--- src/swa_pkg.sv ---
// Shared constants for the sliding window average block.
package swa_pkg;

   localparam int DEF_MAX_WINDOW  = 64;
   localparam int DEF_SAMPLE_BITS = 32;

   localparam int LEN_FIELD_BITS = 7;   // width of the csr window length field
   localparam int HELD_BITS      = 7;   // width of the samples held result field
   localparam int LEN_MIN        = 2;
   localparam int LEN_RESET      = 8;

   localparam int JOB_DEPTH = 2;        // entries in the front-to-back queue

endpackage

--- src/swa_front.sv ---
// Front end: window length register, sample ring, running total and fill count.
module swa_front #(
   parameter int MAX_WINDOW  = 64,
   parameter int SAMPLE_BITS = 32,
   parameter int CNT_W       = $clog2(MAX_WINDOW + 1),
   parameter int TOT_W       = SAMPLE_BITS + $clog2(MAX_WINDOW)
) (
   input  logic                                clock,
   input  logic                                reset,
   input  logic                                csr_valid,
   output logic                                csr_ready,
   input  logic [swa_pkg::LEN_FIELD_BITS-1:0]  csr_data,
   input  logic                                req_push,
   output logic                                req_full,
   input  logic [SAMPLE_BITS-1:0]              req_sample,
   output logic                                job_push,
   input  logic                                job_full,
   output logic [TOT_W-1:0]                    job_total,
   output logic [CNT_W-1:0]                    job_count
);
   import swa_pkg::*;

   localparam int SLOT_W  = $clog2(MAX_WINDOW);
   localparam int LEN_RST = (LEN_RESET > MAX_WINDOW) ? MAX_WINDOW : LEN_RESET;

   logic [SAMPLE_BITS-1:0] ring [MAX_WINDOW];
   logic [SAMPLE_BITS-1:0] old_ff;
   logic [SAMPLE_BITS-1:0] samp_ff;

   logic [CNT_W-1:0]  len_ff, len_in;
   logic [CNT_W-1:0]  count_ff, count_in;
   logic [SLOT_W-1:0] slot_ff, slot_in;
   logic signed [TOT_W-1:0] total_ff, total_in;
   logic busy_ff, busy_in;
   logic evict_ff, evict_in;

   logic        csr_write;
   logic        accept;
   logic [31:0] wr_val;
   logic [31:0] len_sat;
   logic [CNT_W-1:0] slot_next;
   logic signed [TOT_W-1:0] old_ext;
   logic signed [TOT_W-1:0] new_ext;
   logic signed [TOT_W-1:0] sum;

   assign csr_ready = 1'b1;
   assign csr_write = csr_valid & csr_ready;
   assign req_full  = busy_ff | job_full;
   assign accept    = req_push & ~req_full;

   assign wr_val  = 32'(csr_data);
   assign len_sat = (wr_val < 32'(LEN_MIN))    ? 32'(LEN_MIN)    :
                    (wr_val > 32'(MAX_WINDOW)) ? 32'(MAX_WINDOW) : wr_val;

   assign slot_next = CNT_W'(slot_ff) + CNT_W'(1);

   assign old_ext = {{(TOT_W-SAMPLE_BITS){old_ff[SAMPLE_BITS-1]}}, old_ff};
   assign new_ext = {{(TOT_W-SAMPLE_BITS){samp_ff[SAMPLE_BITS-1]}}, samp_ff};
   assign sum     = total_ff - (evict_ff ? old_ext : '0) + new_ext;

   always_comb begin
      len_in   = len_ff;
      count_in = count_ff;
      slot_in  = slot_ff;
      total_in = total_ff;
      busy_in  = busy_ff;
      evict_in = evict_ff;
      priority if (csr_write) begin
         // a new length clears the window
         len_in   = CNT_W'(len_sat);
         count_in = '0;
         slot_in  = '0;
         total_in = '0;
         busy_in  = 1'b0;
      end else if (accept) begin
         busy_in  = 1'b1;
         evict_in = (count_ff == len_ff);
         if (count_ff != len_ff) begin
            count_in = count_ff + CNT_W'(1);
         end
         slot_in = (slot_next >= len_ff) ? '0 : slot_next[SLOT_W-1:0];
      end else if (busy_ff) begin
         busy_in  = 1'b0;
         total_in = sum;
      end
   end

   always_ff @(posedge clock) begin
      if (reset) begin
         len_ff   <= CNT_W'(LEN_RST);
         count_ff <= '0;
         slot_ff  <= '0;
         total_ff <= '0;
         busy_ff  <= 1'b0;
         evict_ff <= 1'b0;
      end else begin
         len_ff   <= len_in;
         count_ff <= count_in;
         slot_ff  <= slot_in;
         total_ff <= total_in;
         busy_ff  <= busy_in;
         evict_ff <= evict_in;
      end
   end

   // read-first ring: the old sample comes out as the new one goes in
   always_ff @(posedge clock) begin
      if (accept) begin
         old_ff        <= ring[slot_ff];
         ring[slot_ff] <= req_sample;
         samp_ff       <= req_sample;
      end
   end

   assign job_push  = busy_ff;
   assign job_total = sum;
   assign job_count = count_ff;

   a_push_room: assert property (@(posedge clock) disable iff (reset)
      job_push |-> !job_full)
      else $error("front pushed into a full queue");
   a_count_le_len: assert property (@(posedge clock) disable iff (reset)
      count_ff <= len_ff)
      else $error("fill count exceeds window length");
   a_slot_lt_len: assert property (@(posedge clock) disable iff (reset)
      CNT_W'(slot_ff) < len_ff)
      else $error("write slot outside the window");

endmodule

--- src/swa_fifo.sv ---
// Short queue of running totals and counts between front and back.
module swa_fifo #(
   parameter int WIDTH = 45
) (
   input  logic             clock,
   input  logic             reset,
   input  logic             push,
   input  logic [WIDTH-1:0] push_data,
   output logic             full,
   input  logic             pop,
   output logic             empty,
   output logic [WIDTH-1:0] pop_data
);
   import swa_pkg::*;

   localparam int PTR_W = $clog2(JOB_DEPTH);

   logic [WIDTH-1:0] mem [JOB_DEPTH];
   logic [PTR_W-1:0] wr_ff, wr_in;
   logic [PTR_W-1:0] rd_ff, rd_in;
   logic [PTR_W:0]   cnt_ff, cnt_in;
   logic do_push, do_pop;

   assign full    = (cnt_ff == (PTR_W+1)'(JOB_DEPTH));
   assign empty   = (cnt_ff == '0);
   assign do_push = push & ~full;
   assign do_pop  = pop & ~empty;

   always_comb begin
      wr_in  = wr_ff;
      rd_in  = rd_ff;
      cnt_in = cnt_ff;
      if (do_push) begin
         wr_in = (wr_ff == PTR_W'(JOB_DEPTH-1)) ? '0 : wr_ff + PTR_W'(1);
      end
      if (do_pop) begin
         rd_in = (rd_ff == PTR_W'(JOB_DEPTH-1)) ? '0 : rd_ff + PTR_W'(1);
      end
      if (do_push && !do_pop) begin
         cnt_in = cnt_ff + (PTR_W+1)'(1);
      end else if (do_pop && !do_push) begin
         cnt_in = cnt_ff - (PTR_W+1)'(1);
      end
   end

   always_ff @(posedge clock) begin
      if (reset) begin
         wr_ff  <= '0;
         rd_ff  <= '0;
         cnt_ff <= '0;
      end else begin
         wr_ff  <= wr_in;
         rd_ff  <= rd_in;
         cnt_ff <= cnt_in;
      end
   end

   always_ff @(posedge clock) begin
      if (do_push) begin
         mem[wr_ff] <= push_data;
      end
   end

   assign pop_data = mem[rd_ff];

endmodule

--- src/swa_back.sv ---
// Back end: sequential signed divide of running total by count, result register.
module swa_back #(
   parameter int SAMPLE_BITS = 32,
   parameter int CNT_W       = 7,
   parameter int TOT_W       = 38
) (
   input  logic                           clock,
   input  logic                           reset,
   input  logic                           job_valid,
   output logic                           job_pop,
   input  logic [TOT_W-1:0]               job_total,
   input  logic [CNT_W-1:0]               job_count,
   output logic                           rsp_empty,
   input  logic                           rsp_pop,
   output logic [SAMPLE_BITS-1:0]         rsp_average,
   output logic [swa_pkg::HELD_BITS-1:0]  rsp_samples_held
);
   import swa_pkg::*;

   localparam int STEP_W = $clog2(TOT_W);

   localparam logic [1:0] ST_IDLE   = 2'd0;
   localparam logic [1:0] ST_DIVIDE = 2'd1;
   localparam logic [1:0] ST_HOLD   = 2'd2;

   logic [1:0]        state_ff, state_in;
   logic [STEP_W-1:0] step_ff, step_in;
   logic [TOT_W-1:0]  quo_ff, quo_in;
   logic [CNT_W-1:0]  rem_ff, rem_in;
   logic [CNT_W-1:0]  den_ff, den_in;
   logic              neg_ff, neg_in;
   logic              out_valid_ff, out_valid_in;
   logic [SAMPLE_BITS-1:0] avg_ff, avg_in;
   logic [HELD_BITS-1:0]   held_ff, held_in;

   logic [CNT_W:0]   trial;
   logic             fits;
   logic [TOT_W-1:0] mag;
   logic [TOT_W-1:0] signed_quo;
   logic             load;

   assign mag        = job_total[TOT_W-1] ? (~job_total + TOT_W'(1)) : job_total;
   assign trial      = {rem_ff, quo_ff[TOT_W-1]};
   assign fits       = (trial >= (CNT_W+1)'(den_ff));
   assign signed_quo = neg_ff ? (~quo_ff + TOT_W'(1)) : quo_ff;
   assign job_pop    = (state_ff == ST_IDLE) & job_valid;
   assign load       = (state_ff == ST_HOLD) & (~out_valid_ff | rsp_pop);

   always_comb begin
      state_in     = state_ff;
      step_in      = step_ff;
      quo_in       = quo_ff;
      rem_in       = rem_ff;
      den_in       = den_ff;
      neg_in       = neg_ff;
      out_valid_in = out_valid_ff;
      avg_in       = avg_ff;
      held_in      = held_ff;
      if (rsp_pop && out_valid_ff) begin
         out_valid_in = 1'b0;
      end
      unique case (state_ff)
         ST_IDLE: begin
            if (job_valid) begin
               quo_in   = mag;
               rem_in   = '0;
               den_in   = job_count;
               neg_in   = job_total[TOT_W-1];
               step_in  = STEP_W'(TOT_W-1);
               state_in = ST_DIVIDE;
            end
         end
         ST_DIVIDE: begin
            // restoring step: one quotient bit per cycle
            rem_in = fits ? CNT_W'(trial - (CNT_W+1)'(den_ff)) : trial[CNT_W-1:0];
            quo_in = {quo_ff[TOT_W-2:0], fits};
            step_in = step_ff - STEP_W'(1);
            if (step_ff == '0) begin
               state_in = ST_HOLD;
            end
         end
         ST_HOLD: begin
            if (load) begin
               avg_in       = signed_quo[SAMPLE_BITS-1:0];
               held_in      = HELD_BITS'(den_ff);
               out_valid_in = 1'b1;
               state_in     = ST_IDLE;
            end
         end
         default: begin
            state_in = ST_IDLE;
         end
      endcase
   end

   always_ff @(posedge clock) begin
      if (reset) begin
         state_ff     <= ST_IDLE;
         out_valid_ff <= 1'b0;
      end else begin
         state_ff     <= state_in;
         out_valid_ff <= out_valid_in;
      end
   end

   always_ff @(posedge clock) begin
      step_ff <= step_in;
      quo_ff  <= quo_in;
      rem_ff  <= rem_in;
      den_ff  <= den_in;
      neg_ff  <= neg_in;
      avg_ff  <= avg_in;
      held_ff <= held_in;
   end

   assign rsp_empty        = ~out_valid_ff;
   assign rsp_average      = avg_ff;
   assign rsp_samples_held = held_ff;

   a_den_nonzero: assert property (@(posedge clock) disable iff (reset)
      state_ff == ST_DIVIDE |-> den_ff != '0)
      else $error("divide started with a zero count");
   a_pop_starts: assert property (@(posedge clock) disable iff (reset)
      job_pop |=> state_ff == ST_DIVIDE)
      else $error("queue pop did not start a divide");
   a_drain: assert property (@(posedge clock) disable iff (reset)
      rsp_pop && !rsp_empty && !load |=> rsp_empty)
      else $error("result register kept a taken request");

endmodule

--- src/sliding_window_average.sv ---
// Sliding window average: top level joining front, queue and divider back end.
//
// Boxcar moving average over signed fixed-point samples. Each request pushes
// one sample; the block keeps the last window_length samples in a ring, an
// exact running total and a fill count, and returns one result per request:
// the total divided by the count, truncated toward zero, plus the count.
// The front end takes a request whenever it is not busy and the two-entry
// queue has room; in its busy state it updates the total with the new sample
// and the evicted one read from the ring, then hands the total and count to
// the back end. The back end is a radix-2 restoring divider that produces one
// quotient bit per cycle, one per bit of the TOT_W-bit total (TOT_W =
// SAMPLE_BITS + log2(MAX_WINDOW)), and takes no new request until its result
// is loaded; it sets the sustained rate. A finished result waits in an output
// register while the next division runs. Writing the csr channel sets the
// window length (clamped to 2..MAX_WINDOW) and clears the window; do so only
// while no request is in flight. When the block is empty, an accepted push
// goes through front busy, queue, back idle, divide and hold to the rsp ports.
module sliding_window_average #(
   parameter int MAX_WINDOW  = swa_pkg::DEF_MAX_WINDOW,
   parameter int SAMPLE_BITS = swa_pkg::DEF_SAMPLE_BITS
) (
   input  logic                                clock,
   input  logic                                reset,
   input  logic                                csr_valid,
   output logic                                csr_ready,
   input  logic [swa_pkg::LEN_FIELD_BITS-1:0]  csr_data,
   input  logic                                req_push,
   output logic                                req_full,
   input  logic signed [SAMPLE_BITS-1:0]       req_sample,
   output logic                                rsp_empty,
   input  logic                                rsp_pop,
   output logic signed [SAMPLE_BITS-1:0]       rsp_average,
   output logic [swa_pkg::HELD_BITS-1:0]       rsp_samples_held
);
   import swa_pkg::*;

   localparam int CNT_W = $clog2(MAX_WINDOW + 1);
   localparam int TOT_W = SAMPLE_BITS + $clog2(MAX_WINDOW);
   localparam int JOB_W = TOT_W + CNT_W;

   logic             job_push;
   logic             job_full;
   logic [TOT_W-1:0] job_total_front;
   logic [CNT_W-1:0] job_count_front;
   logic             job_empty;
   logic             job_pop;
   logic [JOB_W-1:0] job_out;

   // Front: hold the window length, update the ring and running total.
   swa_front #(
      .MAX_WINDOW  (MAX_WINDOW),
      .SAMPLE_BITS (SAMPLE_BITS),
      .CNT_W       (CNT_W),
      .TOT_W       (TOT_W)
   ) u_front (
      .clock      (clock),
      .reset      (reset),
      .csr_valid  (csr_valid),
      .csr_ready  (csr_ready),
      .csr_data   (csr_data),
      .req_push   (req_push),
      .req_full   (req_full),
      .req_sample (req_sample),
      .job_push   (job_push),
      .job_full   (job_full),
      .job_total  (job_total_front),
      .job_count  (job_count_front)
   );

   // Queue: decouple the front update from the long division.
   swa_fifo #(
      .WIDTH (JOB_W)
   ) u_fifo (
      .clock     (clock),
      .reset     (reset),
      .push      (job_push),
      .push_data ({job_total_front, job_count_front}),
      .full      (job_full),
      .pop       (job_pop),
      .empty     (job_empty),
      .pop_data  (job_out)
   );

   // Back: divide the total by the count, hold the result until popped.
   swa_back #(
      .SAMPLE_BITS (SAMPLE_BITS),
      .CNT_W       (CNT_W),
      .TOT_W       (TOT_W)
   ) u_back (
      .clock            (clock),
      .reset            (reset),
      .job_valid        (~job_empty),
      .job_pop          (job_pop),
      .job_total        (job_out[JOB_W-1:CNT_W]),
      .job_count        (job_out[CNT_W-1:0]),
      .rsp_empty        (rsp_empty),
      .rsp_pop          (rsp_pop),
      .rsp_average      (rsp_average),
      .rsp_samples_held (rsp_samples_held)
   );

endmodule
--- config.mk ---
export PLATFORM = sky130hd
export DESIGN_NAME = sliding_window_average
export DESIGN_NICKNAME = d
export VERILOG_FILES = /design/src/swa_pkg.sv /design/src/swa_front.sv /design/src/swa_fifo.sv /design/src/swa_back.sv /design/src/sliding_window_average.sv
export SDC_FILE = /design/constraint.sdc
export NUM_CORES = 2
export LEC_CHECK = 0
export BUFFER_PORTS_ARGS = -buffer_cell sky130_fd_sc_hd__buf_2
export CAP_MARGIN = 20
export CORE_ASPECT_RATIO = 0.75
export CORE_MARGIN = 4
export CORE_UTILIZATION = 50
export DETAILED_ROUTE_END_ITERATION = 8
export GPL_TIMING_DRIVEN = 1
export MAX_ROUTING_LAYER = met4
export PLACE_DENSITY = 0.65
export SLEW_MARGIN = 20
export SYNTH_ARGS = -nofsm -noshare
export SYNTH_HDL_FRONTEND = slang
export SYNTH_SLANG_ARGS = --single-unit
--- constraint.sdc ---
create_clock -name clock -period 15.3 [get_ports clock]
set_input_delay 1.53 -clock clock [delete_from_list [all_inputs] [get_ports clock]]
set_output_delay 1.53 -clock clock [all_outputs]
set_load 0.02 [all_outputs]
==> flow_summary.toml <==
[run_status]
outcome = "completed"

[logic_synthesis]
async_reset_ff_share_pct = 0
synth_instances = 5791
synthFlopType = "sky130_fd_sc_hd__edfxtp_1"
syn-mean-instance-area_um2 = 16.3
sequential_element_share_of_the_synthesized_area_pct = 74.5
syn_area_mm2 = 0.0946
post-synth-top-area-fraction_pct = 73.0
synth_seq_cells = 2368
dominant_cells_by_area_after_synthesis = "sky130_fd_sc_hd__edfxtp_1, sky130_fd_sc_hd__a221oi_1, sky130_fd_sc_hd__mux2i_1"
ys_warn_count = 0
syn_nets = 5931
post-synth-top-area-cell = "sky130_fd_sc_hd__edfxtp_1"
synth_cell_types = 81
synth-edff-count = 2300

[global_routing]
grt_pass1_wl_um = 424000
grt_remaining_overflow = 0
globalRouteTotalUtil_pct = 31.6
initial_antenna_violation_count = 38
pin_count_of_the_biggest_net_entering_global_routing = 101
grt_pass1_vias = 54000

[hold_path]
hold-path-endpoint = "u_back.rsp_samples_held[2]"
min_path_type = "reg -> reg"
hold_path_depth = 0
hp-start = "u_back.den_ff[2]"

[timing]
tightest_slew_ps = 1400
timing.final.ws_setup_ps = 9730
fmax_mhz = 179
tns_ps = 0
final-hold-violation-count = 0
worst_hold_slack_ps = 456
setup_viol_count_final = 0
post-route-min-period_ps = 5570
timing.max_slew.rel_slack_pct = 5.96
skew_final_ps = 39.3
min_period_over_period_pct = 36.4
unrepaired_setup_endpoints_after_global_routing = "false"
finalMaxSlewViolations = 0

[clock_network]
worst_skew_pair.late_latency_ps = 860
post_cts_buffers = 0
root_buffer = "sky130_fd_sc_hd__clkbuf_16"
ctsHoldBuffers = 0
worst_setup_hold_path_clk_slew_ps = 70
tritoncts.num_buffers = 214
clock_sinks = 2368
cts.htree.levels = 4
cts_tree = "built"
cts_resized = 0
cts.path.max_buffers = 3

[placement]
gp_congestion = 0.993
dp_worst_setup_slack_ps = 9990
half_perimeter_wire_length_after_placement_um = 180000
placed_cells_incl_taps = 8244
port-buffer-count = 84

[worst_setup_path]
crit_path_end_kind = "flop"
criticalPathCategory = "reg -> reg"
crit_arrival_ps = 6180
ff2ff_setup_slack_ps = 9730
critical_path_required_ps = 15910
worstReg2RegStart = "u_front.slot_ff[2]"
critical_path_peak_fanout = 54
startpoint_type = "flop"
worst-r2r-cell-count = 10
ff_to_ff_end = "u_front.old_ff[21]"

[finish]
final_cells = 8663
mostFrequentLayoutCells = "sky130_fd_sc_hd__edfxtp_1, sky130_fd_sc_hd__a221oi_1, sky130_fd_sc_hd__nor2_1"
area_growth_pct = 12.4
post_route_cells_drive_above_1_share_pct = 15.7
design.final.nets = 6105
most_common_library_cell_in_the_layout_ignoring_fill_and_taps = "sky130_fd_sc_hd__edfxtp_1"

[power]
pwr_density_cell_mw_per_mm2 = 136
post-layout-total-power_mw = 14.5
power.static_leakage_nw = 33.7
vdd_drop_max_v = 0.000111

[die]
die-width_um = 510
die_span_in_y_um = 385
dieArea_mm2 = 0.196
floorplan.initialDensity_pct = 50.6
core_area_mm2 = 0.187
placementRows = 137
io_pins = 86

[routing]
drc_errors = 0
drt_pre_antenna_iters = 9
dr.first_iter.drc_count = 11200
avgRoutedWirePerCell_um = 35.1
drt-vias-per-instance = 6.68
wirelength_routed_um = 304000
route.vias.total = 57900
number_of_routed_nets_with_antenna_violations = 0

[flow_run]
drv_cap = 0
-- final cells by class --
cell class | count | area [um2]
diodes | 21 | 52.6
repair buffers | 300 | 2270
well taps | 2502 | 3130
fillers | 14200 | 80700
clock buffers | 261 | 5670
multi-input cells | 2899 | 22900
flip-flops and latches | 2368 | 70400
inverters | 182 | 694
clock inverters | 130 | 1130
-- flip-flops by register name, indices dropped and copies added (netlist names), 2 cells and up, named ones only --
register / cells
u_back.den_ff: 7
u_back.quo_ff: 38
u_back.rem_ff: 7
u_back.rsp_average: 32
u_back.rsp_samples_held: 7
u_back.state_ff: 2
u_back.step_ff: 6
u_fifo.cnt_ff: 2
u_fifo.mem: 90
u_front.job_count: 7
u_front.len_ff: 7
u_front.old_ff: 32
u_front.ring: 2048
u_front.samp_ff: 32
u_front.slot_ff: 6
u_front.total_ff: 38
-- per-layer routing --
metal  global-route usage, %  wire (um)
met1                    45.0     118000
met2                    41.4     124000
met3                    12.0      49600
met4                    10.9      11600
met5                       -          0
-- Yosys cell counts, types with 58 or more instances --
master and n:
sky130_fd_sc_hd__a21oi_1 231, sky130_fd_sc_hd__buf_1 65, sky130_fd_sc_hd__ha_1 58, sky130_fd_sc_hd__edfxtp_1 2300, sky130_fd_sc_hd__dfxtp_1 68, sky130_fd_sc_hd__nor2_1 391
sky130_fd_sc_hd__o21ai_0 138, sky130_fd_sc_hd__mux2_2 144, sky130_fd_sc_hd__nand2_1 218, sky130_fd_sc_hd__mux2i_1 249, sky130_fd_sc_hd__o21ai_1 80, sky130_fd_sc_hd__a221oi_1 360
sky130_fd_sc_hd__a22oi_1 166, sky130_fd_sc_hd__xnor2_1 84, sky130_fd_sc_hd__mux4_2 97, sky130_fd_sc_hd__inv_1 178, sky130_fd_sc_hd__o22ai_1 100, sky130_fd_sc_hd__clkbuf_1 251
-- through the flow --
step	utilization (%)	cell area (um2)
global placement	53.0	99100
detailed placement	53.1	99300
CTS	56.7	106000
finish	56.8	106000
global route	56.8	106000
floorplan	-	94600
-- kinds of logic after synthesis --
family	share of synthesized area (%)
AOI/OAI and AO/OA	9.76
xor gates and xnor gates	1.18
adders and majority gates	1.57
buffers and inverters	2.12
DFF	74.5
muxes	6.85
other	0.00397
and+or+nand+nor	4.06
-- critical path, cell delays in order, from the launching register on --
cell and delay [ps]:
sky130_fd_sc_hd__dfxtp_4 830, sky130_fd_sc_hd__buf_4 670, sky130_fd_sc_hd__buf_4 610, sky130_fd_sc_hd__buf_4 800, sky130_fd_sc_hd__mux2_2 410, sky130_fd_sc_hd__a221oi_1 240, sky130_fd_sc_hd__a21oi_1 100, sky130_fd_sc_hd__a221oi_1 1020
sky130_fd_sc_hd__o22ai_1 200, sky130_fd_sc_hd__a21oi_1 190, sky130_fd_sc_hd__nand2_1 60
-- worst max path at each step --
| stage | end | depth (start not counted) | startpoint |
|---|---|---|---|
| after detailed placement | u_front.old_ff[1] | 9 | u_front.slot_ff[2] |
| after global routing | u_front.old_ff[21] | 10 | u_front.slot_ff[2] |
| final | u_front.old_ff[21] | 10 | u_front.slot_ff[2] |
| after CTS | u_front.old_ff[1] | 9 | u_front.slot_ff[2] |
| after floorplan | u_front.ring[31][0] | 5 | req_push |
| after global placement | u_front.old_ff[1] | 9 | u_front.slot_ff[2] |
-- power by group --
group / internal, mW / switching (mW) / leakage (nW)
logic: 0.511 / 1.10 / 9.04
registers: 7.41 / 0.166 / 21.3
clock network: 2.93 / 2.37 / 3.33
Note: power is estimated with default switching activity, not from simulation.
